$ cat src/hdl/spq_pkg.sv
package spq_pkg;

	localparam int QUEUE_DEPTH = 16;
	localparam int IDX_W = $clog2(QUEUE_DEPTH);
	localparam int CNT_W = $clog2(QUEUE_DEPTH + 1);

	// request codes
	localparam logic [1:0] REQ_INSERT = 2'd0;
	localparam logic [1:0] REQ_REMOVE = 2'd1;
	localparam logic [1:0] REQ_FIND   = 2'd2;

	// result status codes
	localparam logic [1:0] STAT_OK     = 2'd0;
	localparam logic [1:0] STAT_FULL   = 2'd1;
	localparam logic [1:0] STAT_ABSENT = 2'd2;

	typedef enum logic [1:0] {
		ST_IDLE,
		ST_CMP,
		ST_EXEC
	} state_t;

	// controller to datapath
	typedef struct packed {
		logic load;
		logic compare;
		logic execute;
	} dp_cmd_t;

	// datapath to top
	typedef struct packed {
		logic full;
		logic empty;
	} dp_stat_t;

endpackage

$ cat src/hdl/sorted_priority_queue.sv
// channel   direction  handshake             payload
// request   in         in_valid / in_ready   req_type[1:0], value[31:0] signed
// result    out        out_valid / out_ready hit, status[1:0], position[3:0],
//                                            count[4:0], head_value[31:0], head_valid
//
// a request runs in a compare step, which checks the value against every cell
// of the sorted chain at once, then a shift step, which shifts the chain and
// registers the result; a new request is taken in the cycle its predecessor's
// result is registered, so no new request is taken during a compare step
// arst_n clears the entry count and the control state; cell contents stay unset
// a result held back by out_ready stalls the shift step, the compare step still runs
module sorted_priority_queue (
	input  logic                clk,
	input  logic                arst_n,
	input  logic                in_valid,
	output logic                in_ready,
	input  logic [1:0]          req_type,
	input  logic signed [31:0]  value,
	output logic                out_valid,
	input  logic                out_ready,
	output logic                hit,
	output logic [1:0]          status,
	output logic [3:0]          position,
	output logic [4:0]          count,
	output logic signed [31:0]  head_value,
	output logic                head_valid
);

	// commands from the sequencer and status from the cell chain
	spq_pkg::dp_cmd_t  cmd;
	spq_pkg::dp_stat_t dp_stat;

	// sequencer: idle, compare, execute
	spq_ctrl u_ctrl (
		.clk       (clk),
		.arst_n    (arst_n),
		.in_valid  (in_valid),
		.in_ready  (in_ready),
		.out_valid (out_valid),
		.out_ready (out_ready),
		.cmd       (cmd)
	);

	// sorted cell chain with the result register
	spq_dp u_dp (
		.clk        (clk),
		.arst_n     (arst_n),
		.cmd        (cmd),
		.req_type   (req_type),
		.value      (value),
		.hit        (hit),
		.status     (status),
		.position   (position),
		.count      (count),
		.head_value (head_value),
		.head_valid (head_valid),
		.stat       (dp_stat)
	);

	// a request accepted now is being compared next cycle, so no second one is taken
	a_accept_then_busy: assert property (@(posedge clk) disable iff (!arst_n)
		in_valid && in_ready |=> !in_ready)
		else $error("request taken while previous one still in compare");

	// a successful result always carries ok status
	a_hit_ok: assert property (@(posedge clk) disable iff (!arst_n)
		out_valid && hit |-> status == spq_pkg::STAT_OK)
		else $error("hit reported with non-ok status");

	// a full rejection is only reported while the chain really is full
	a_full_reject: assert property (@(posedge clk) disable iff (!arst_n)
		out_valid && status == spq_pkg::STAT_FULL |-> dp_stat.full && !hit)
		else $error("full status while chain not full");

	// head flag follows the reported count, and the count the chain state
	a_head_count: assert property (@(posedge clk) disable iff (!arst_n)
		out_valid |-> head_valid == (count != 5'd0) && head_valid == !dp_stat.empty)
		else $error("head_valid disagrees with count");

endmodule

$ cat src/hdl/spq_ctrl.sv
module spq_ctrl (
	input  logic              clk,
	input  logic              arst_n,
	input  logic              in_valid,
	output logic              in_ready,
	output logic              out_valid,
	input  logic              out_ready,
	output spq_pkg::dp_cmd_t  cmd
);

	spq_pkg::state_t state_q, state_nxt;
	logic out_valid_q;
	logic out_free;

	assign out_free  = !out_valid_q || out_ready;
	assign out_valid = out_valid_q;

	always_ff @(posedge clk or negedge arst_n) begin
		if (!arst_n) begin
			state_q     <= spq_pkg::ST_IDLE;
			out_valid_q <= 1'b0;
		end else begin
			state_q <= state_nxt;
			if (cmd.execute)
				out_valid_q <= 1'b1;
			else if (out_ready)
				out_valid_q <= 1'b0;
		end
	end

	always_comb begin
		state_nxt   = state_q;
		in_ready    = 1'b0;
		cmd.load    = 1'b0;
		cmd.compare = 1'b0;
		cmd.execute = 1'b0;
		case (state_q)
			spq_pkg::ST_IDLE: begin
				in_ready = 1'b1;
				if (in_valid) begin
					cmd.load  = 1'b1;
					state_nxt = spq_pkg::ST_CMP;
				end
			end
			spq_pkg::ST_CMP: begin
				cmd.compare = 1'b1;
				state_nxt   = spq_pkg::ST_EXEC;
			end
			spq_pkg::ST_EXEC: begin
				if (out_free) begin
					cmd.execute = 1'b1;
					in_ready    = 1'b1;
					if (in_valid) begin
						cmd.load  = 1'b1;
						state_nxt = spq_pkg::ST_CMP;
					end else begin
						state_nxt = spq_pkg::ST_IDLE;
					end
				end
			end
			default: begin
				state_nxt = spq_pkg::ST_IDLE;
			end
		endcase
	end

endmodule

$ cat src/hdl/spq_dp.sv
module spq_dp (
	input  logic                clk,
	input  logic                arst_n,
	input  spq_pkg::dp_cmd_t    cmd,
	input  logic [1:0]          req_type,
	input  logic signed [31:0]  value,
	output logic                hit,
	output logic [1:0]          status,
	output logic [3:0]          position,
	output logic [4:0]          count,
	output logic signed [31:0]  head_value,
	output logic                head_valid,
	output spq_pkg::dp_stat_t   stat
);

	localparam int D = spq_pkg::QUEUE_DEPTH;

	logic [1:0]                  req_q;
	logic signed [31:0]          value_q;
	logic signed [31:0]          cells_q [D];
	logic [spq_pkg::CNT_W-1:0]   count_q;
	logic [D-1:0]                ge_q;
	logic [D-1:0]                eq_q;

	logic signed [31:0]          cells_nxt [D];
	logic [spq_pkg::CNT_W-1:0]   count_nxt;
	logic [D-1:0]                at_or_after;
	logic [D-1:0]                first_eq;
	logic [D-1:0]                ins_here;
	logic [spq_pkg::IDX_W-1:0]   eq_idx;
	logic                        found;
	logic                        full;
	logic                        hit_nxt;
	logic [1:0]                  status_nxt;
	logic [spq_pkg::IDX_W-1:0]   pos_nxt;

	assign full       = (count_q == spq_pkg::CNT_W'(D));
	assign found      = |eq_q;
	assign stat.full  = full;
	assign stat.empty = (count_q == '0);

	// request capture and per-cell compare
	always_ff @(posedge clk) begin
		if (cmd.load) begin
			req_q   <= req_type;
			value_q <= value;
		end
		if (cmd.compare) begin
			for (int i = 0; i < D; i++) begin
				ge_q[i] <= (spq_pkg::CNT_W'(i) < count_q) && (cells_q[i] >= value_q);
				eq_q[i] <= (spq_pkg::CNT_W'(i) < count_q) && (cells_q[i] == value_q);
			end
		end
	end

	// masks: cells at or after the first match, the first match and its index, and the insertion slot
	always_comb begin
		eq_idx = '0;
		for (int i = 0; i < D; i++) begin
			at_or_after[i] = |(eq_q & ({D{1'b1}} >> (D - 1 - i)));
		end
		for (int i = 0; i < D; i++) begin
			if (i == 0) begin
				first_eq[i] = eq_q[i];
				ins_here[i] = !ge_q[i];
			end else begin
				first_eq[i] = eq_q[i] && !at_or_after[i-1];
				ins_here[i] = !ge_q[i] && ge_q[i-1];
			end
			eq_idx = eq_idx | (spq_pkg::IDX_W'(i) & {spq_pkg::IDX_W{first_eq[i]}});
		end
	end

	always_comb begin
		cells_nxt  = cells_q;
		count_nxt  = count_q;
		hit_nxt    = 1'b0;
		status_nxt = spq_pkg::STAT_OK;
		pos_nxt    = '0;
		case (req_q)
			spq_pkg::REQ_INSERT: begin
				if (full) begin
					status_nxt = spq_pkg::STAT_FULL;
				end else begin
					hit_nxt   = 1'b1;
					count_nxt = count_q + 1'b1;
					for (int i = 0; i < D; i++) begin
						if (ins_here[i])
							cells_nxt[i] = value_q;
						else if (i > 0 && !ge_q[i])
							cells_nxt[i] = cells_q[i-1];
					end
				end
			end
			spq_pkg::REQ_REMOVE, spq_pkg::REQ_FIND: begin
				if (!found) begin
					status_nxt = spq_pkg::STAT_ABSENT;
				end else begin
					hit_nxt = 1'b1;
					pos_nxt = eq_idx;
					if (req_q == spq_pkg::REQ_REMOVE) begin
						count_nxt = count_q - 1'b1;
						for (int i = 0; i < D - 1; i++) begin
							if (at_or_after[i])
								cells_nxt[i] = cells_q[i+1];
						end
					end
				end
			end
			default: begin
				// unused request code leaves the chain and count as they are, with no hit and ok status
			end
		endcase
	end

	always_ff @(posedge clk or negedge arst_n) begin
		if (!arst_n) begin
			count_q <= '0;
		end else if (cmd.execute) begin
			count_q <= count_nxt;
		end
	end

	always_ff @(posedge clk) begin
		if (cmd.execute) begin
			cells_q    <= cells_nxt;
			hit        <= hit_nxt;
			status     <= status_nxt;
			position   <= 4'(pos_nxt);
			count      <= 5'(count_nxt);
			head_value <= (count_nxt != '0) ? cells_nxt[0] : 32'sd0;
			head_valid <= (count_nxt != '0);
		end
	end

endmodule
$ cat config.mk
export PLATFORM = sky130hd
export DESIGN_NAME = sorted_priority_queue
export DESIGN_NICKNAME = d
export VERILOG_FILES = /design/src/hdl/spq_pkg.sv /design/src/hdl/sorted_priority_queue.sv /design/src/hdl/spq_ctrl.sv /design/src/hdl/spq_dp.sv
export SDC_FILE = /design/constraint.sdc
export NUM_CORES = 2
export LEC_CHECK = 0
export BUFFER_PORTS_ARGS = -buffer_cell sky130_fd_sc_hd__buf_2
export CAP_MARGIN = 20
export CELL_PAD_IN_SITES_DETAIL_PLACEMENT = 2
export CELL_PAD_IN_SITES_GLOBAL_PLACEMENT = 2
export CORE_AREA = 2 2 332 334
export CTS_BUF_LIST = sky130_fd_sc_hd__clkbuf_16
export DETAILED_ROUTE_END_ITERATION = 10
export DIE_AREA = 0 0 334 336
export GPL_TIMING_DRIVEN = 1
export PLACE_DENSITY = 0.81
export SLEW_MARGIN = 20
export SYNTH_ARGS = -nofsm -noshare
export SYNTH_HDL_FRONTEND = slang
export SYNTH_SLANG_ARGS = --single-unit
$ cat constraint.sdc
create_clock -name clk -period 10.1 [get_ports clk]
set_clock_uncertainty 0.05 [all_clocks]
set_input_delay 2.02 -clock clk [delete_from_list [all_inputs] [get_ports clk]]
set_output_delay 2.02 -clock clk [all_outputs]
set_load 0.1 [all_outputs]
* Yosys cells after proc, flatten, opt, wreduce, memory -nomap -nowiden
Cells that the tools add are included.
Storage, ports and cells: bits in registers 631, input port bits 38, logic and storage cells 338
Operators by class: $add $sub $neg 2, magnitude comparators 32, eq/ne operators 55, muxes and demuxes 73, bitwise operators 15, reductions and logical operators 132
Operator list (count):
- two-way mux 32 bit | 46
- two-way mux 480 bit | 2
- case mux 480 bit (2 select lines) | 1
- == test 32 bit | 16
- >= comparator 32 bit | 16
- two-way mux 512 bit | 1
- AND reduction 7 bit | 14
- logical AND 1 bit | 62
- != test 3 bit, second input constant | 14
- less-than comparator 4 x 5 -> 1 bit, first input constant | 8
- != test 2 x 1 -> 1 bit, second input constant | 17
- OR 4 bit | 8
- zero test 1 bit | 31
- less-than comparator 3 x 5 -> 1 bit, first input constant | 4
- OR 4 x 3 -> 4 bit | 4
- OR reduction 16 bit | 1
- two-way mux 5 bit | 3
- OR reduction 15 bit | 1
- OR reduction 14 bit | 1
- OR reduction 13 bit | 1
- OR reduction 12 bit | 1
- two-way mux 1 bit | 11
- OR reduction 11 bit | 1
- less-than comparator 1 x 5 -> 1 bit, first input constant | 2
- other kinds (30) | 43

* Logic depth before layout (Yosys ltp)
word-level depth 17, mapped depth 11

* Cells and area by module
From an unflattened synthesis, not the netlist that was laid out.
Unflattened totals: cell total of the unflattened synthesis 5063, area total of the unflattened synthesis 43967.2 sq um
By module, submodules not included:
- spq_dp | times used 1, cells an instance 5048, area an instance 43820.8 sq um
- spq_ctrl | times used 1, cells an instance 15, area an instance 146.4 sq um

* Worst setup path before layout
OpenSTA, ideal clock, no wires.
path kind input port to flip-flop, from input out_ready, to register u_dp.cells_q[32] (netlist name), enable pin, library setup time 0.594 ns, arrival time 7.397 ns, slack 2.059 ns, cell stages on the path 4, path through nor2b_1 nor2_1 o211ai_1 a2111oi_0
Between the ends: longest elaborated chain between the ends 4
Ends and longest elaborated chain:
- start, declared | RTL line sorted_priority_queue.sv:20 | input logic out_ready,
- logical OR 1 bit | RTL line spq_ctrl.sv:15 | assign out_free = !out_valid_q || out_ready;
- two-way mux 1 bit | RTL line spq_ctrl.sv:50 | if (out_free) begin
- two-way mux 1 bit | RTL line spq_ctrl.sv:37 | case (state_q)
- AND reduction 7 bit (no line)
- end signal, assigned | RTL line spq_dp.sv:126 | cells_q <= cells_nxt;
- end, declared | RTL line spq_dp.sv:20 | logic signed [31:0] cells_q [D];
No other way between the ends. A chain may end at the register's enable or synchronous reset.

* Final worst setup path
from input out_ready, to output in_ready
Between the ends: longest elaborated chain between the ends 3
Ends and longest elaborated chain:
- logical OR 1 bit | RTL line spq_ctrl.sv:15
- two-way mux 1 bit | RTL line spq_ctrl.sv:50
- case mux 1 bit (2 select lines) | RTL line spq_ctrl.sv:37
- end, declared | RTL line sorted_priority_queue.sv:16 | output logic in_ready,
No other way between the ends.

==> impl_results.md <==
* Status: complete, no violations
* Final setup vio count at 0
* Top cell by count, worst path: buf_2
* # DRC at 0
* Worst path slowest cell: nor2b_1
* Skew-Pair Late Insertion Delay at 700 ps
* Syn Nets at 5,540
* Final Critical Period at 5040 ps
* Synthesized instance count at 4,982
* Core Rows at 121
* Number of global-route vias before repair at 44,800
* Drt first pass iters at 6
* Die extent in x at 334 um
* GRT Total Usage at 36.3%
* VDD IR-drop max at 0.000139 V
* Worst-Margin Slew at 1110 ps
* TritonCTS buffer count at 79
* Synth Register Bits at 631
* Pint at 5.37 mW
* Post-synthesis cell area at 43,300 um2
* Worst relative slew slack at 26.2%
* Worst path required time at 8030 ps
* Largest cells by area after synthesis: edfxtp_1 43%, ha_1 15%, a21oi_1 13%
* Final TNS setup at 0 ps
* Routed len/inst at 32.3 um
* Synth-to-Final Area Change at 10.6%
* 1st-iter DRT viols at 4,293
* Post-synth top area cell: edfxtp_1
* Leakage power at 19.6 nW
* Switching Fraction at 37.8%
* Max-slew violation count at 0
* Final Total Pwr at 8.63 mW
* Via count at 41,800
* Final Hold Violating Endpoints at 0
* CTS Hold Bufs at 0
* Buf+Inv Stages, Crit Path at 2
* IO buf count at 84
* HPWL after DPL at 141,000 um
* Initial antenna violation count at 15
* Post-synthesis sequential area ratio at 43.7%
* HP Class: flip-flop to flip-flop
* Total Nets Final at 5,481
* FF-to-FF path depth at 8
* Total power per unit cell area at 180 nW/um2
* Largest stage delay on the critical path at 340 ps
* Top_reg_cell synth: edfxtp_1
* Critical Path AT at 2970 ps
* R2R Setup Slk at 5470 ps
* Antenna-violating nets left at 0
* Core Region at 108,000 um2
* Share of cells above drive strength 1 at 7.30%
* I/O pin count at 85
* Largest net degree at the start of global routing at 186
* Synth cell types at 65
* Grt total ovfl at 0
* Die height at 336 um
* Hold endpoint: u_dp.cells_q[55]
* RSZ-0062 raised after global routing: no
* First-pass GRT wire length at 300,000 um
* Clk sink count at 631
* H-tree lvl count at 3
* Worst setup SP type: input port
* Crit path kind: input port to output port
* Fmax at 0.198 GHz
* FF-to-FF End: u_dp.cells_q[252]
* EDFF count, synth at 623
* Initial Util at 39.9%
* Hold Path Stages at 2
* Syn avg cell area at 8.68 um2
* R2r startpoint: u_dp.count_q[4]
* GPL Wtd Cong at 0.892
* Hold path start: u_dp.cells_q[23]
* Placed insts at 6,255
* Routed wire length at 207,000 um
* Synth warn at 0
* Part of the power in combinational logic at 27.7%
* Period utilization at 49.9%
* CTS Buffer Depth at 3
* Ys async rst share at 1.27%
* Post_cts resized at 0
* Reg clk slew, reported paths at 60 ps
* CP cell instances: buf_2, nor2b_1, a21oi_1, buf_2
* Post-DR vias/cell at 6.53
* Clock Power Share at 32.6%
* CTS tree: done
* Net Sw Power at 3.26 mW
* Worst-path maximum fanout at 3
* Die Footprint at 112,000 um2
* Seq pwr share at 39.7%
* Postcts setup bufs at 0
* Final Instance Count excl. Fillers at 6,402
* Root Buffer: clkbuf_16
* Crit end category: output port
* Cell family with the largest share of critical-path delay: buffers and inverters
* Top cell type's share of synthesized area at 43.2%
* Max cap viols at 0
-- stage by stage --
stage / instance area [um2] / setup WS [ps] / util, % / hold slack (ps)
6_report: 47900 / 5060 / 44.1 / 563
5_1_grt: 47800 / 5010 / 44.1 / 595
4_1_cts: 47800 / 5050 / 44.1 / 558
3_5_place_dp: 45400 / 5040 / 41.9 / 535
3_3_place_gp: 45400 / 5120 / 41.8 / 475
2_1_floorplan: 43300 / 2060 / - / 482
-- power groups by stage --
stage	logic (mW)	clock network, mW	registers, mW
finish	2.39	2.82	3.42
global route	2.58	2.92	3.42
CTS	2.35	2.83	3.41
detailed placement	2.31	0	3.46
global placement	2.14	0	3.45
floorplan	1.40	0	3.46
-- per-layer routing --
metal	routed length [um]	GRT usage [%]	vias to the layer above
li1	-	-	17800
met1	77200	42.2	21300
met2	97800	61.0	1968
met3	15300	6.80	800
met4	16600	24.4	2
met5	17	0	-
-- synth_stat cells, types with 8 or more instances --
| master | count |
|---|---|
| and3_1 | 16 |
| nor4_1 | 27 |
| a222oi_1 | 33 |
| nor2b_1 | 34 |
| dfrtp_1 | 8 |
| buf_1 | 13 |
| ha_1 | 520 |
| a21o_1 | 100 |
| nor2_1 | 544 |
| nor3_1 | 28 |
| a21oi_1 | 1103 |
| clkbuf_1 | 327 |
| nand2_1 | 1037 |
| o21ai_0 | 67 |
| nand3_1 | 31 |
| a211oi_1 | 21 |
| edfxtp_1 | 623 |
| a31oi_1 | 8 |
| nand2b_1 | 32 |
| o21ai_1 | 42 |
| a221oi_1 | 10 |
| o21bai_1 | 11 |
| nand4_1 | 106 |
| o211ai_1 | 19 |
| inv_1 | 117 |
-- state kept, by name (all words and copies together), names as in the netlist --
signal and count:
u_dp.position 4, u_dp.count_q 5, u_dp.cells_q 512, u_dp.eq_q 16, u_dp.head_valid 1, u_ctrl.state_q 2, u_dp.ge_q 16, u_dp.req_q 2
u_dp.hit 1, u_dp.count 5, u_dp.head_value 32, u_dp.value_q 32, u_ctrl.out_valid 1, u_dp.status 2
-- worst max path at each step --
stage                          from  depth (start not counted)  slack (ps)          endpoint
after floorplan           out_ready                          4        2060  u_dp.cells_q[32]
after global placement    out_ready                          4        5120          in_ready
after detailed placement  out_ready                          4        5040          in_ready
after CTS                 out_ready                          4        5050          in_ready
after global routing      out_ready                          4        5010          in_ready
final                     out_ready                          4        5060          in_ready
-- kinds of logic after synthesis --
kind of cell	Yosys count	synth area share, %
and+or+nand+nor	1892	18.2
buffers and inverters	463	4.07
muxes	6	0.153
DFF	631	43.7
AOI/OAI and AO/OA	1465	18.7
adders and majority gates	520	15.0
xor gates and xnor gates	5	0.101
-- cell type report --
class | instances | area [um2]
clock inverters | 60 | 374
fillers | 11900 | 60500
repair buffers | 203 | 1360
multi-input cells | 3888 | 22900
well taps | 1414 | 1770
flip-flops and latches | 631 | 18900
diodes | 4 | 10.0
inverters | 120 | 450
clock buffers | 82 | 2050
-- layout by cell type (no fill, tap or decap), drive strengths merged, types with 16 or more instances in the layout --
cell    instances
a21oi        1103
nand2        1037
edfxtp        623
nor2          544
ha            520
buf           203
inv           148
o21ai         109
nand4         106
a21o          100
clkbuf         82
nor2b          34
a222oi         33
nand2b         32
nand3          31
nor3           28
nor4           28
clkinv         27
a211oi         21
o211ai         19
and3           16
-- worst reg2reg max path, stage by stage, from the launching register on --
cell and delay (ps):
dfrtp_1 940, nand4bb_1 420, nand2_4 190, buf_6 620
buf_4 840, buf_12 610, a21oi_1 420, a21oi_1 200
nor2_1 60
(Power assumes the default switching activity.)
